`config.mk`:
```
export PLATFORM = sky130hd
export DESIGN_NAME = ring_finger_table_builder_top
export DESIGN_NICKNAME = d
export VERILOG_FILES = /design/src/design/rftb_pkg.sv /design/src/design/rftb_datapath.sv /design/src/design/rftb_ctrl.sv /design/src/design/ring_finger_table_builder_top.sv
export SDC_FILE = /design/constraint.sdc
export NUM_CORES = 1
export LEC_CHECK = 0
export BUFFER_PORTS_ARGS = -buffer_cell sky130_fd_sc_hd__clkbuf_2
export CORE_MARGIN = 2
export CORE_UTILIZATION = 35
export CTS_BUF_LIST = sky130_fd_sc_hd__clkbuf_16
export DETAILED_ROUTE_END_ITERATION = 12
export HOLD_SLACK_MARGIN = 0.15
export PLACE_DENSITY_LB_ADDON = 0.1
export SYNTH_ARGS = -nofsm -noshare
export SYNTH_HDL_FRONTEND = slang
export SYNTH_SLANG_ARGS = --single-unit
```
`constraint.sdc`:
```
create_clock -name clk -period 6.05 [get_ports clk]
set_input_delay 0.605 -clock clk [delete_from_list [all_inputs] [get_ports clk]]
set_output_delay 0.605 -clock clk [all_outputs]
set_load 0.02 [all_outputs]
```
`src/design/rftb_pkg.sv`:
```
// rftb_pkg: shared codes, widths and controller/datapath interface structs
// for the ring finger table builder. No dependencies; used by every module.
`default_nettype none

package rftb_pkg;

	// opcodes carried in s_tuser
	localparam logic [1:0] OP_CLEAR = 2'd0;
	localparam logic [1:0] OP_LOAD  = 2'd1;
	localparam logic [1:0] OP_QUERY = 2'd2;

	// result status codes
	localparam logic [2:0] ST_OK    = 3'd0;
	localparam logic [2:0] ST_DUP   = 3'd1;
	localparam logic [2:0] ST_FULL  = 3'd2;
	localparam logic [2:0] ST_RANGE = 3'd3;
	localparam logic [2:0] ST_RANK  = 3'd4;

	localparam int unsigned ID_W      = 16;
	localparam int unsigned RANK_W    = 5;
	localparam int unsigned STATUS_W  = 3;
	localparam int unsigned FIDX_W    = 4;
	localparam int unsigned OPC_W     = 2;
	localparam int unsigned KEYCFG_W  = 5;
	localparam logic [4:0]  KEY_BITS_RESET = 5'd6;
	localparam int unsigned S_DATA_W  = 24;
	localparam int unsigned M_DATA_W  = 48;

	typedef enum logic [2:0] {
		PTR_HOLD,
		PTR_ZERO,
		PTR_INC,
		PTR_DEC,
		PTR_TOP
	} ptr_op_t;

	typedef struct packed {
		logic          latch;
		logic          clear_cnt;
		ptr_op_t       ptr_op;
		logic          save_pos;
		logic          shift_wr;
		logic          insert;
		logic          tgt_init;
		logic          tgt_step;
		logic          emit;
		logic          emit_finger;
		logic [2:0]    status;
	} dp_cmd_t;

	typedef struct packed {
		logic range_err;
		logic rank_bad;
		logic scan_end;
		logic scan_eq;
		logic scan_gt;
		logic full;
		logic pos_at_end;
		logic shift_done;
		logic hit;
		logic last_finger;
		logic tgt_wraps;
		logic out_free;
	} dp_stat_t;

endpackage

`default_nettype wire

```
`src/design/rftb_datapath.sv`:
```
// rftb_datapath: sorted id table, rank-ordered id table, scan pointer,
// finger target unit and output register. Uses rftb_pkg; driven by rftb_ctrl.
`default_nettype none

module rftb_datapath #(
	parameter int unsigned MAX_NODES    = 16,
	parameter int unsigned MAX_KEY_BITS = 16
) (
	input  wire                              clk,
	input  wire                              arst_n,
	input  wire                              cfg_we,
	input  wire [rftb_pkg::KEYCFG_W-1:0]     cfg_wdata,
	input  wire [rftb_pkg::S_DATA_W-1:0]     s_tdata,
	input  rftb_pkg::dp_cmd_t                cmd,
	output rftb_pkg::dp_stat_t               stat,
	output logic                             m_tvalid,
	input  wire                              m_tready,
	output logic [rftb_pkg::M_DATA_W-1:0]    m_tdata,
	output logic                             m_tlast
);

	localparam int unsigned ID_W = rftb_pkg::ID_W;
	localparam int unsigned IW   = (MAX_NODES > 1) ? $clog2(MAX_NODES) : 1;
	localparam int unsigned CW   = $clog2(MAX_NODES + 1);
	localparam int unsigned TW   = (MAX_KEY_BITS > ID_W) ? MAX_KEY_BITS : ID_W;
	localparam int unsigned JW   = $clog2(MAX_KEY_BITS);
	localparam int unsigned KBW  = $clog2(MAX_KEY_BITS + 1);
	localparam int unsigned EW   = CW + ID_W;

	logic [rftb_pkg::KEYCFG_W-1:0] key_bits_q;
	logic [CW-1:0]                 cnt_q;
	logic [CW-1:0]                 ptr_q;
	logic [CW-1:0]                 ptr_d;
	logic [CW-1:0]                 ptr_p1;
	logic [CW-1:0]                 pos_q;
	logic [ID_W-1:0]               id_q;
	logic [rftb_pkg::RANK_W-1:0]   rank_q;
	logic [ID_W-1:0]               base_q;
	logic [EW-1:0]                 rd_q;
	logic [EW-1:0]                 first_q;
	logic [TW-1:0]                 tgt_q;
	logic [JW-1:0]                 j_q;
	logic                          m_tvalid_q;
	logic [rftb_pkg::M_DATA_W-1:0] m_tdata_q;
	logic                          m_tlast_q;

	// sorted table entry: {rank, id}
	logic [EW-1:0]   sorted_mem [MAX_NODES];
	logic [ID_W-1:0] ibr_mem    [MAX_NODES];

	logic [ID_W-1:0]             s_id;
	logic [rftb_pkg::RANK_W-1:0] s_rank;
	logic [31:0]                 rank_m1;
	logic [KBW-1:0]              kb_eff;
	logic [TW-1:0]               one_tw;
	logic [TW-1:0]               mask;
	logic [TW-1:0]               tgt_first;
	logic [TW-1:0]               tgt_next;
	logic [JW:0]                 jn;
	logic [ID_W-1:0]             rd_id;
	logic [EW-1:0]               succ;
	logic                        last_finger;

	assign s_id    = s_tdata[15:0];
	assign s_rank  = s_tdata[20:16];
	assign rank_m1 = 32'(s_rank) - 32'd1;
	assign rd_id   = rd_q[ID_W-1:0];
	assign ptr_p1  = ptr_q + CW'(1);

	// out-of-range key widths clamp to the legal span
	always_comb begin
		if (key_bits_q == '0) begin
			kb_eff = KBW'(1);
		end else if (32'(key_bits_q) > MAX_KEY_BITS) begin
			kb_eff = KBW'(MAX_KEY_BITS);
		end else begin
			kb_eff = KBW'(key_bits_q);
		end
	end

	assign one_tw      = TW'(1);
	assign mask        = (one_tw << kb_eff) - one_tw;
	assign jn          = (JW+1)'(j_q) + (JW+1)'(1);
	assign tgt_first   = (TW'(base_q) + one_tw) & mask;
	assign tgt_next    = (TW'(base_q) + (one_tw << jn)) & mask;
	assign last_finger = (32'(j_q) + 32'd1) == 32'(kb_eff);
	// past the largest id the successor wraps to the smallest one
	assign succ        = (ptr_q == cnt_q) ? first_q : rd_q;

	always_comb begin
		stat.range_err   = (id_q >> kb_eff) != '0;
		stat.rank_bad    = (rank_q == '0) || (32'(rank_q) > 32'(cnt_q));
		stat.scan_end    = ptr_q == cnt_q;
		stat.scan_eq     = rd_id == id_q;
		stat.scan_gt     = rd_id > id_q;
		stat.full        = cnt_q == CW'(MAX_NODES);
		stat.pos_at_end  = pos_q == cnt_q;
		stat.shift_done  = ptr_q == pos_q;
		stat.hit         = (ptr_q == cnt_q) || (TW'(rd_id) >= tgt_q);
		stat.last_finger = last_finger;
		// targets climb until they pass the top of the ring, then restart low
		stat.tgt_wraps   = tgt_next < tgt_q;
		stat.out_free    = !m_tvalid_q || m_tready;
	end

	always_comb begin
		case (cmd.ptr_op)
			rftb_pkg::PTR_HOLD: ptr_d = ptr_q;
			rftb_pkg::PTR_ZERO: ptr_d = '0;
			rftb_pkg::PTR_INC:  ptr_d = ptr_p1;
			rftb_pkg::PTR_DEC:  ptr_d = ptr_q - CW'(1);
			rftb_pkg::PTR_TOP:  ptr_d = cnt_q - CW'(1);
			default:            ptr_d = ptr_q;
		endcase
	end

	always_ff @(posedge clk or negedge arst_n) begin
		if (!arst_n) begin
			key_bits_q <= rftb_pkg::KEY_BITS_RESET;
			cnt_q      <= '0;
			ptr_q      <= '0;
			m_tvalid_q <= 1'b0;
		end else begin
			if (cfg_we) begin
				key_bits_q <= cfg_wdata;
			end
			if (cmd.clear_cnt) begin
				cnt_q <= '0;
			end else if (cmd.insert) begin
				cnt_q <= cnt_q + CW'(1);
			end
			ptr_q <= ptr_d;
			if (cmd.emit) begin
				m_tvalid_q <= 1'b1;
			end else if (m_tready) begin
				m_tvalid_q <= 1'b0;
			end
		end
	end

	// tables: one write port each, registered reads
	always_ff @(posedge clk) begin
		if (cmd.shift_wr) begin
			sorted_mem[ptr_p1[IW-1:0]] <= rd_q;
		end else if (cmd.insert) begin
			sorted_mem[pos_q[IW-1:0]] <= {cnt_q + CW'(1), id_q};
		end
		if (cmd.insert) begin
			ibr_mem[cnt_q[IW-1:0]] <= id_q;
		end
		rd_q <= sorted_mem[ptr_d[IW-1:0]];
		if (cmd.latch) begin
			base_q <= ibr_mem[rank_m1[IW-1:0]];
		end
	end

	always_ff @(posedge clk) begin
		if (cmd.latch) begin
			id_q   <= s_id;
			rank_q <= s_rank;
		end
		if (cmd.save_pos) begin
			pos_q <= ptr_q;
		end
		if (ptr_q == '0) begin
			first_q <= rd_q;
		end
		if (cmd.tgt_init) begin
			tgt_q <= tgt_first;
			j_q   <= '0;
		end else if (cmd.tgt_step) begin
			tgt_q <= tgt_next;
			j_q   <= j_q + JW'(1);
		end
		if (cmd.emit) begin
			if (cmd.emit_finger) begin
				m_tdata_q <= {4'd0, 5'(succ[EW-1:ID_W]), succ[ID_W-1:0],
					16'(tgt_q), 4'(j_q), rftb_pkg::ST_OK};
				m_tlast_q <= last_finger;
			end else begin
				m_tdata_q <= {45'd0, cmd.status};
				m_tlast_q <= 1'b1;
			end
		end
	end

	assign m_tvalid = m_tvalid_q;
	assign m_tdata  = m_tdata_q;
	assign m_tlast  = m_tlast_q;

	a_cnt_bound: assert property (@(posedge clk) disable iff (!arst_n)
		32'(cnt_q) <= MAX_NODES)
		else $error("node count past table depth");

	a_no_overwrite: assert property (@(posedge clk) disable iff (!arst_n)
		cmd.emit |-> (!m_tvalid_q || m_tready))
		else $error("result word overwritten before it was taken");

	a_insert_room: assert property (@(posedge clk) disable iff (!arst_n)
		cmd.insert |-> (32'(cnt_q) < MAX_NODES))
		else $error("insert into a full table");

	a_shift_span: assert property (@(posedge clk) disable iff (!arst_n)
		cmd.shift_wr |-> (ptr_q >= pos_q && ptr_q < cnt_q && !cmd.insert))
		else $error("shift outside the occupied span");

endmodule

`default_nettype wire

```
`src/design/rftb_ctrl.sv`:
```
// rftb_ctrl: sequencer for clear, load (scan, shift, insert) and finger query.
// Uses rftb_pkg; drives rftb_datapath through dp_cmd_t and reads dp_stat_t.
`default_nettype none

module rftb_ctrl (
	input  wire                           clk,
	input  wire                           arst_n,
	input  wire                           s_tvalid,
	output logic                          s_tready,
	input  wire [rftb_pkg::OPC_W-1:0]     s_opcode,
	input  rftb_pkg::dp_stat_t            stat,
	output rftb_pkg::dp_cmd_t             cmd
);

	typedef enum logic [3:0] {
		S_IDLE,
		S_LCHECK,
		S_LSCAN,
		S_LDECIDE,
		S_LSHIFT,
		S_LINSERT,
		S_QCHECK,
		S_QSEARCH,
		S_RESP
	} state_t;

	state_t     state_q;
	state_t     state_d;
	logic [2:0] resp_code_q;
	logic [2:0] code_d;

	assign s_tready = (state_q == S_IDLE);

	always_comb begin
		cmd        = '0;
		cmd.ptr_op = rftb_pkg::PTR_HOLD;
		state_d    = state_q;
		code_d     = resp_code_q;
		case (state_q)
			S_IDLE: begin
				if (s_tvalid) begin
					cmd.latch  = 1'b1;
					cmd.ptr_op = rftb_pkg::PTR_ZERO;
					case (s_opcode)
						rftb_pkg::OP_CLEAR: begin
							cmd.clear_cnt = 1'b1;
							code_d        = rftb_pkg::ST_OK;
							state_d       = S_RESP;
						end
						rftb_pkg::OP_LOAD:  state_d = S_LCHECK;
						rftb_pkg::OP_QUERY: state_d = S_QCHECK;
						default:            state_d = S_IDLE;
					endcase
				end
			end
			S_LCHECK: begin
				if (stat.range_err) begin
					code_d  = rftb_pkg::ST_RANGE;
					state_d = S_RESP;
				end else begin
					state_d = S_LSCAN;
				end
			end
			S_LSCAN: begin
				if (stat.scan_end) begin
					cmd.save_pos = 1'b1;
					state_d      = S_LDECIDE;
				end else if (stat.scan_eq) begin
					code_d  = rftb_pkg::ST_DUP;
					state_d = S_RESP;
				end else if (stat.scan_gt) begin
					cmd.save_pos = 1'b1;
					state_d      = S_LDECIDE;
				end else begin
					cmd.ptr_op = rftb_pkg::PTR_INC;
				end
			end
			S_LDECIDE: begin
				if (stat.full) begin
					code_d  = rftb_pkg::ST_FULL;
					state_d = S_RESP;
				end else if (stat.pos_at_end) begin
					state_d = S_LINSERT;
				end else begin
					cmd.ptr_op = rftb_pkg::PTR_TOP;
					state_d    = S_LSHIFT;
				end
			end
			S_LSHIFT: begin
				// move one entry up per cycle, top down to the insert slot
				cmd.shift_wr = 1'b1;
				if (stat.shift_done) begin
					state_d = S_LINSERT;
				end else begin
					cmd.ptr_op = rftb_pkg::PTR_DEC;
				end
			end
			S_LINSERT: begin
				cmd.insert = 1'b1;
				code_d     = rftb_pkg::ST_OK;
				state_d    = S_RESP;
			end
			S_QCHECK: begin
				if (stat.rank_bad) begin
					code_d  = rftb_pkg::ST_RANK;
					state_d = S_RESP;
				end else begin
					cmd.tgt_init = 1'b1;
					state_d      = S_QSEARCH;
				end
			end
			S_QSEARCH: begin
				if (stat.hit) begin
					if (stat.out_free) begin
						cmd.emit        = 1'b1;
						cmd.emit_finger = 1'b1;
						cmd.status      = rftb_pkg::ST_OK;
						if (stat.last_finger) begin
							state_d = S_IDLE;
						end else begin
							cmd.tgt_step = 1'b1;
							cmd.ptr_op   = stat.tgt_wraps ? rftb_pkg::PTR_ZERO
								: rftb_pkg::PTR_HOLD;
						end
					end
				end else begin
					cmd.ptr_op = rftb_pkg::PTR_INC;
				end
			end
			S_RESP: begin
				if (stat.out_free) begin
					cmd.emit   = 1'b1;
					cmd.status = resp_code_q;
					state_d    = S_IDLE;
				end
			end
			default: state_d = S_IDLE;
		endcase
	end

	always_ff @(posedge clk or negedge arst_n) begin
		if (!arst_n) begin
			state_q     <= S_IDLE;
			resp_code_q <= rftb_pkg::ST_OK;
		end else begin
			state_q     <= state_d;
			resp_code_q <= code_d;
		end
	end

endmodule

`default_nettype wire

```
`src/design/ring_finger_table_builder_top.sv`:
```
// ring_finger_table_builder_top: top level of the ring finger table builder.
// Joins rftb_ctrl and rftb_datapath; uses rftb_pkg.
//
// Usage: one input word on the s_ side carries an opcode in s_tuser (clear,
// load, query) and node id / node rank in s_tdata. Clear and load answer with
// a single status word; a query answers with one word per finger, one per
// effective key bit, m_tlast marking the final one. An unknown rank answers
// with a single status word. Opcode three is dropped without an answer.
// key_bits is written through cfg_we / cfg_wdata; the user must write it
// only while the block is idle, as the block does not enforce this. A load
// scans and shifts the sorted table; a query walks it, since it has one
// read port, one entry a cycle while no finger waits on m_tready, at most
// twice per query.
// One word is in flight at a time; s_tready is high only between words.
// Results sit in an output register: a finished word waits there while the
// next input word is taken, and a stalled m_tready holds the finger walk.
// Reset empties the ring and sets key_bits to 6; no clearing pass is needed.
`default_nettype none

module ring_finger_table_builder_top #(
	parameter int unsigned MAX_NODES    = 16,
	parameter int unsigned MAX_KEY_BITS = 16
) (
	input  wire         clk,
	input  wire         arst_n,
	input  wire         cfg_we,
	input  wire  [4:0]  cfg_wdata,  // key_bits
	input  wire         s_tvalid,
	output logic        s_tready,
	input  wire  [23:0] s_tdata,    // node_id[15:0], node_rank[20:16], zero pad
	input  wire  [1:0]  s_tuser,    // opcode[1:0]
	output logic        m_tvalid,
	input  wire         m_tready,
	output logic [47:0] m_tdata,    // status[2:0], finger_index[6:3],
	                                // target_key[22:7], successor_id[38:23],
	                                // successor_rank[43:39], zero pad
	output logic        m_tlast     // last
);

	rftb_pkg::dp_cmd_t  cmd;
	rftb_pkg::dp_stat_t stat;

	rftb_ctrl u_ctrl (
		.clk      (clk),
		.arst_n   (arst_n),
		.s_tvalid (s_tvalid),
		.s_tready (s_tready),
		.s_opcode (s_tuser),
		.stat     (stat),
		.cmd      (cmd)
	);

	rftb_datapath #(
		.MAX_NODES    (MAX_NODES),
		.MAX_KEY_BITS (MAX_KEY_BITS)
	) u_datapath (
		.clk       (clk),
		.arst_n    (arst_n),
		.cfg_we    (cfg_we),
		.cfg_wdata (cfg_wdata),
		.s_tdata   (s_tdata),
		.cmd       (cmd),
		.stat      (stat),
		.m_tvalid  (m_tvalid),
		.m_tready  (m_tready),
		.m_tdata   (m_tdata),
		.m_tlast   (m_tlast)
	);

endmodule

`default_nettype wire
```
======== Word level (Yosys, flattened, before mapping) ========
Memory sizes are Yosys's and may differ from the RTL's. A register that Yosys moved wholly into a read port is not among the register bits.
Cells that the tools add are included.
cells by class
  bitwise gates (word level) .............. 2
  reduce and logical (&&, ||, !) cells .... 18
  shifts and indexed selects .............. 3
  mux-type cells .......................... 72
  add/subtract/negate cells ............... 11
  divide/modulo/power cells ............... 0
  magnitude comparators ................... 5
  $mul .................................... 0
  equal/unequal tests ..................... 33
operators with widths
  kind                                                 count
  2-to-1 mux 4 bit                                     13
  2-to-1 mux 3 bit                                     15
  2-to-1 mux 21 bit                                    2
  one-hot mux 4 bit (9 select lines)                   1
  bitwise AND 16 bit                                   2
  == test 32 x 5 -> 1 bit                              1
  2-to-1 mux 16 bit                                    2
  << shifter 1 x 5 -> 16 bit (first input constant)    2
  2-to-1 mux 5 bit                                     5
  2-to-1 mux 1 bit                                     23
  OR reduction 21 bit                                  1
  inequality test 2 bit (second input constant)        10
  one-hot mux 5 bit (4 select lines)                   1
  one-hot mux 3 bit (6 select lines)                   1
  adder 16 x 1 -> 16 bit (second input constant)       1
  adder 16 bit                                         1
  == test 16 bit                                       1
  == test 4 x 3 -> 1 bit (second input constant)       4
  greater-or-equal comparator 16 bit                   1
  > comparator 16 bit                                  1
  < comparator 16 bit                                  1
  nonzero test 16 bit                                  1
  right shift 16 x 5 -> 16 bit                         1
  subtractor 16 x 1 -> 16 bit (second input constant)  1
  35 further kinds                                     52
word-level totals
  register bits after elaboration ......... 139
  RAM bits ................................ 592
  latch bits .............................. 0
  memories ................................ 2
  logic and storage cells ................. 163
  ROM bits ................................ 0
memories
  name                   depth  bits a word  rd ports  clocked after memory_dff  wr ports  line                 source
  u_datapath.sorted_mem  16     21           1         1                         1         rftb_datapath.sv:48  logic [EW-1:0] sorted_mem [MAX_NODES];
  u_datapath.ibr_mem     16     16           1         1                         1         rftb_datapath.sv:49  logic [ID_W-1:0] ibr_mem [MAX_NODES];

======== Depth between registers and ports, before layout ========
  depth after elaboration ................. 14
  mapped depth ............................ 34
  gate-level depth less buffers ........... 31

======== Modules after synthesis ========
Synthesis repeated with hierarchy kept, for this count alone.
unflattened totals
  cells, all modules ...................... 2292
  area total of the unflattened synthesis .. 33507.1 um^2
modules (own cells, without submodules)
  module         instances  seq. area each (um^2)  cells an instance  area an instance (um^2)
  rftb_datapath  1          22404.0                2216               32765.2
  rftb_ctrl      1          175.2                  76                 742.0

======== Least setup slack after synthesis ========
Ideal clock, no wire load.
  path type ............................... register to register
  start ................................... reg u_datapath.j_q[0]
  end ..................................... reg u_datapath.rd_q[19] (read register of u_datapath.sorted_mem)
  period minus slack after synthesis ...... 5.558 ns
  data required time ...................... 5.962 ns
  setup slack ............................. 0.492 ns
  library setup time ...................... 0.088 ns
  data arrival time ....................... 5.470 ns
  cell stages (with the launch flop) ...... 33
  cells stage by stage .................... dfxtp_1 -> ha_1 -> buf_2 -> and3_1 -> nor2_1 -> nor2_1 -> nand2_1 -> inv_1 -> ha_1 -> a21o_1 -> a21oi_1 -> o21ai_0 -> a211oi_1 -> o31ai_1 -> o211ai_1 -> o21ai_0 -> a21o_1 -> a21oi_1 -> xnor2_1 -> and2_1 -> ha_1 -> nand4_1 -> nor4_1 -> o31ai_1 -> o211ai_1 -> o21ba_2 -> a21oi_4 -> inv_2 -> buf_2 -> clkbuf_1 -> nand2_1 -> a32o_1 -> nor4_2
on the way
  longest elaborated chain between the ends .. 12
  elaborated cells on any way between the ends .. 17
  classes of those cells .................. 3 x add/sub; 1 x order compare; 5 x eq/ne; 1 x shift; 6 x mux; 1 x bitwise
RTL lines
  item                                         line                                      source
  from (decl)                                  rftb_datapath.sv:42                       logic [JW-1:0] j_q;
  from (signal assigned)                       rftb_datapath.sv:173                      j_q <= j_q + JW'(1);
  adder 4 x 1 -> 5 bit                         rftb_datapath.sv:83, rftb_datapath.sv:86
  << shifter 1 x 5 -> 16 bit                   rftb_datapath.sv:85                       assign tgt_next = (TW'(base_q) + (one_tw << jn)) & mask;
  adder 16 bit                                 rftb_datapath.sv:85
  bitwise AND 16 bit                           rftb_datapath.sv:85
  < comparator 16 bit                          rftb_datapath.sv:102                      stat.tgt_wraps = tgt_next < tgt_q;
  2-to-1 mux 1 bit                             rftb_ctrl.sv:122                          cmd.ptr_op = stat.tgt_wraps ? rftb_pkg::PTR_ZERO
  2-to-1 mux 3 bit *                           rftb_ctrl.sv:118                          if (stat.last_finger) begin
  2-to-1 mux 3 bit *                           rftb_ctrl.sv:114                          if (stat.out_free) begin
  2-to-1 mux 3 bit *                           rftb_ctrl.sv:113                          if (stat.hit) begin
  one-hot mux 3 bit (5 select lines) *         rftb_ctrl.sv:39                           case (state_q)
  == test 3 bit, or another cell as far along  rftb_datapath.sv:107                      case (cmd.ptr_op)
  one-hot mux 5 bit (4 select lines) *         rftb_datapath.sv:107
  to (decl)                                    rftb_datapath.sv:39                       logic [EW-1:0] rd_q;
Mark *: on every way between the ends. The rest lies on a longest branch, timed or not.
A chain may end at the register's enable or synchronous reset.

======== Worst setup path in the final report ========
  start ................................... reg u_datapath.j_q[1]
  end ..................................... reg u_datapath.rd_q[2] (read register of u_datapath.sorted_mem)
Same word-level chain as after synthesis.

==> results.md <==
- R2R depth: 32
- Slew HR: 0.308
- Worst setup SP type: flop
- Final hold violation count: 0
- Final Max Tran Viols: 0
- Largest net degree at the start of global routing: 47
- GRT Overall Usage: 0.192
- Async SR Flop Fraction: 0.0301
- XOR/XNOR Fraction of Synth Area: 0.0177
- Wire length per cell: 24.3 µm
- WHS Path Cells: 2
- Place WS: -0.308 ns
- Required time worst endpoint: 6.62 ns
- Routed vias/inst: 5.16
- Main flop type after synthesis: edfxtp_1
- Mapped Area: 0.0330 mm²
- Fmax: 173 MHz
- Slowest stage delay, CP: 0.35 ns
- Worst skew pair latency: 0.67 ns
- Final cell count without fillers: 3892
- Setup TNS: 0 ns
- Site row count: 112
- Power Density: 525 mW/mm²
- IO Count: 87
- TritonRoute pass-1 iters: 7
- Final period utilization: 0.956
- Chip Height: 311 µm
- Placed Instances: 3675
- Register area share after synthesis: 0.685
- Max H-tree Level: 3
- Largest family of logic cells by synthesized area: simple AND/OR/NAND/NOR gates
- Synth Instances: 2330
- Gpl congestion: 0.831
- VDD IR-drop max: 0.492 mV
- Post-synth EDFFs: 716
- Compound-gate portion of the synthesized area: 0.0559
- Finish-stage setup viols: 0
- Port Buffers: 79
- Worst path slowest cell: dfxtp_4
- Vias in the first global route: 20200
- Worst R2R Start: u_datapath.j_q[1]$_SDFFE_PP0P_
- Number of synthesized register bits: 764
- Routed Wire Length: 94.4 mm
- Clock tree buffer depth: 3
- Worst Hold Class: input pin to flop
- Crit path DAT: 6.36 ns
- Via Count: 20100
- Setup CP Type: flop to flop
- First-pass GRT wire length: 136 mm
- Worst Hold End: u_datapath.key_bits_q[4]$_DFFE_PN0P_
- Total gr overflow: 0
- Crit end category: flop
- Area share of fa/ha/maj cells after synthesis: 0.0317
- Area growth, synth to finish: 20.1%
- Syn Area/Cell: 14.1 µm²
- Synth top area share: 0.652
- Reg2Reg Setup Slack: 0.26 ns
- Top fanout value on the critical path: 25
- Initial cell density of the core: 0.353
- Simple-Gate Fraction of Synth Area: 0.114
- Reg-to-Reg End: u_datapath.rd_q[2]$_DFF_P_
- P_leak: 14.1 nW
- CTS tree: done
- Worst Skew: 0.0409 ns
- HP Start: cfg_we
- Final min period: 5.79 ns
- Root buffer cell: clkbuf_16
- DRC: 0
- Largest area contributor in the netlist: edfxtp_1
- NumNets Final: 2683
- Status: complete, no violations
- RSZ-0062 raised after global routing: true
- Antenna violations before repair: 6
- Post-synthesis mux area share: 0.0716
- Detail Route Antenna Nets: 0
- Synth unique cells: 77
- Maxcap violations: 0
- Cells taking the most area after synthesis: edfxtp_1 65%, mux4_2 5.5%, nand2_1 4.4%
- Share of cells above drive strength 1: 0.223
- Iter 0 DRT Violations: 1926
- Num CTS Buffers: 87
- Final worst slack: 0.265 ns
- Die X: 311 µm
- Worst-margin pin slew: 1.04 ns
- Synthesis Warnings: 0
- Reg clk slew, reported paths: 0.06 ns
- Clock net sink count: 764
- Core box area: 0.0933 mm²
- Die area: 0.0967 mm²
- HPWL after DPL: 56.7 mm
==> flip-flops by register name (all words and copies together) (netlist names), 5 cells and up, named ones only <==
signal,cells
u_datapath.sorted_mem,336
u_datapath.ibr_mem,256
u_datapath.m_tdata,44
u_datapath.first_q,21
u_datapath.rd_q,21
u_datapath.base_q,16
u_datapath.id_q,16
u_datapath.tgt_q,16
u_datapath.cnt_q,5
u_datapath.key_bits_q,5
u_datapath.pos_q,5
u_datapath.rank_q,5
==> worst max-delay path, delay by kind of cell (launching register included) <==
| kind | cells | cell delay, ns |
|---|---|---|
| AOI/OAI and AO/OA | 14 | 2.24 |
| buffers and inverters | 8 | 1.19 |
| and+or+nand+nor | 5 | 0.99 |
| adders and majority gates | 3 | 0.66 |
| DFF | 1 | 0.35 |
| muxes | 1 | 0.13 |
| xor gates and xnor gates | 1 | 0.11 |
==> synth_stat cells, drive strengths merged, types with 7 or more instances <==
cell    instances
a211oi         14
a21oi         104
dfxtp          25
o21ai          55
nand2         383
nor2b          21
nor2          135
nor4           24
nand3         150
nand4          13
o21a            9
a31oi           8
nor3           28
ha             82
xor2           23
xnor2          41
a21o           16
o31ai           7
inv            69
and2           19
buf            68
mux2i          49
mux4           80
dfrtp          21
nand2b         11
and3           12
edfxtp        716
clkbuf         51
a32o           21
==> worst max path at each step <==
stage	start	end	slack, ns	cells past startpoint
after global routing	u_datapath.j_q[0]$_SDFFE_PP0P_	u_datapath.rd_q[0]$_DFF_P_	-0.09	31
after floorplan	u_datapath.j_q[0]$_SDFFE_PP0P_	u_datapath.rd_q[19]$_DFF_P_	0.49	32
after global placement	u_datapath.j_q[0]$_SDFFE_PP0P_	u_datapath.rd_q[15]$_DFF_P_	-0.32	31
after detailed placement	u_datapath.j_q[0]$_SDFFE_PP0P_	u_datapath.rd_q[15]$_DFF_P_	-0.31	32
after CTS	u_datapath.j_q[0]$_SDFFE_PP0P_	u_datapath.rd_q[16]$_DFF_P_	0.005	34
final	u_datapath.j_q[1]$_SDFFE_PP0P_	u_datapath.rd_q[2]$_DFF_P_	0.26	32
==> timing repair <==
item,CTS,global route
buffers inserted,13,8
endpoints found under the setup margin,21,21
gates resized for setup,24,77
cloned,4,6
pin swaps,10,28
hold buffers,23,0
hold endpoints to repair,43,0
==> metal layers <==
layer  global-route usage  vias to the layer above  wire length (µm)
li1                     -                     9201                 -
met1                0.271                    10300             43400
met2                0.305                      473             44200
met3               0.0341                      121              4910
met4               0.0530                        2              1840
met5                    0                        -                13
==> layout by cell type (no fill, tap or decap), types with 11 or more instances in the layout <==
cell type / n
nand2_1: 383
a21o_1: 16
mux2i_1: 49
buf_12: 17
nand3_1: 147
nor4_2: 21
dlygate4sd3_1: 23
xor2_1: 23
dfxtp_1: 23
mux4_2: 80
xnor2_1: 38
nor3_1: 19
a211oi_1: 13
nor2_2: 30
clkbuf_16: 93
a21oi_2: 17
dfrtp_1: 21
inv_1: 86
nor2_1: 102
o21ai_0: 45
and2_1: 12
edfxtp_1: 716
nor2b_1: 20
buf_4: 123
and3_1: 11
clkinv_1: 22
a21oi_1: 83
ha_1: 73
clkbuf_2: 78
a32o_1: 19
nand4_1: 13
==> cell type report <==
class / count / area [µm²]
clock inverter: 74 / 539
fill: 8565 / 53700
antenna: 1 / 2.50
timing repair buffer: 260 / 2290
inverter: 69 / 288
tap: 1254 / 1570
clock buffer: 88 / 2200
sequential: 764 / 22600
timing repair inverter: 1 / 11.3
multi-input combinational: 1381 / 10100
==> through the flow <==
stage | instance area (µm²) | total power, mW | hold slack (ns) | util
floorplan | 33000 | 11.9 | 0.309 | -
global placement | 35800 | 14.8 | 0.497 | 0.383
detailed placement | 35800 | 15.0 | 0.505 | 0.383
CTS | 39000 | 20.5 | 0.186 | 0.418
global route | 39600 | 22.0 | 0.227 | 0.424
finish | 39600 | 20.8 | 0.243 | 0.424
==> report_power, final <==
group          leakage (nW)  switching (mW)  internal [mW]  total (mW)
clock                  1.42            2.16           2.83        5.00
combinational          5.72            5.06           3.31        8.37
sequential             6.95           0.553           6.88        7.43
total                  14.1            7.78           13.0        20.8
==> cell families after synthesis <==
family	after synthesis
AO/OA/AOI/OAI	281
XOR/XNOR	65
AND/OR/NAND/NOR	812
multiplexers	135
other	2
adder cells (fa/ha/maj)	83
buffers and inverters	188
flip-flops	764
(Power assumes the default switching activity.)
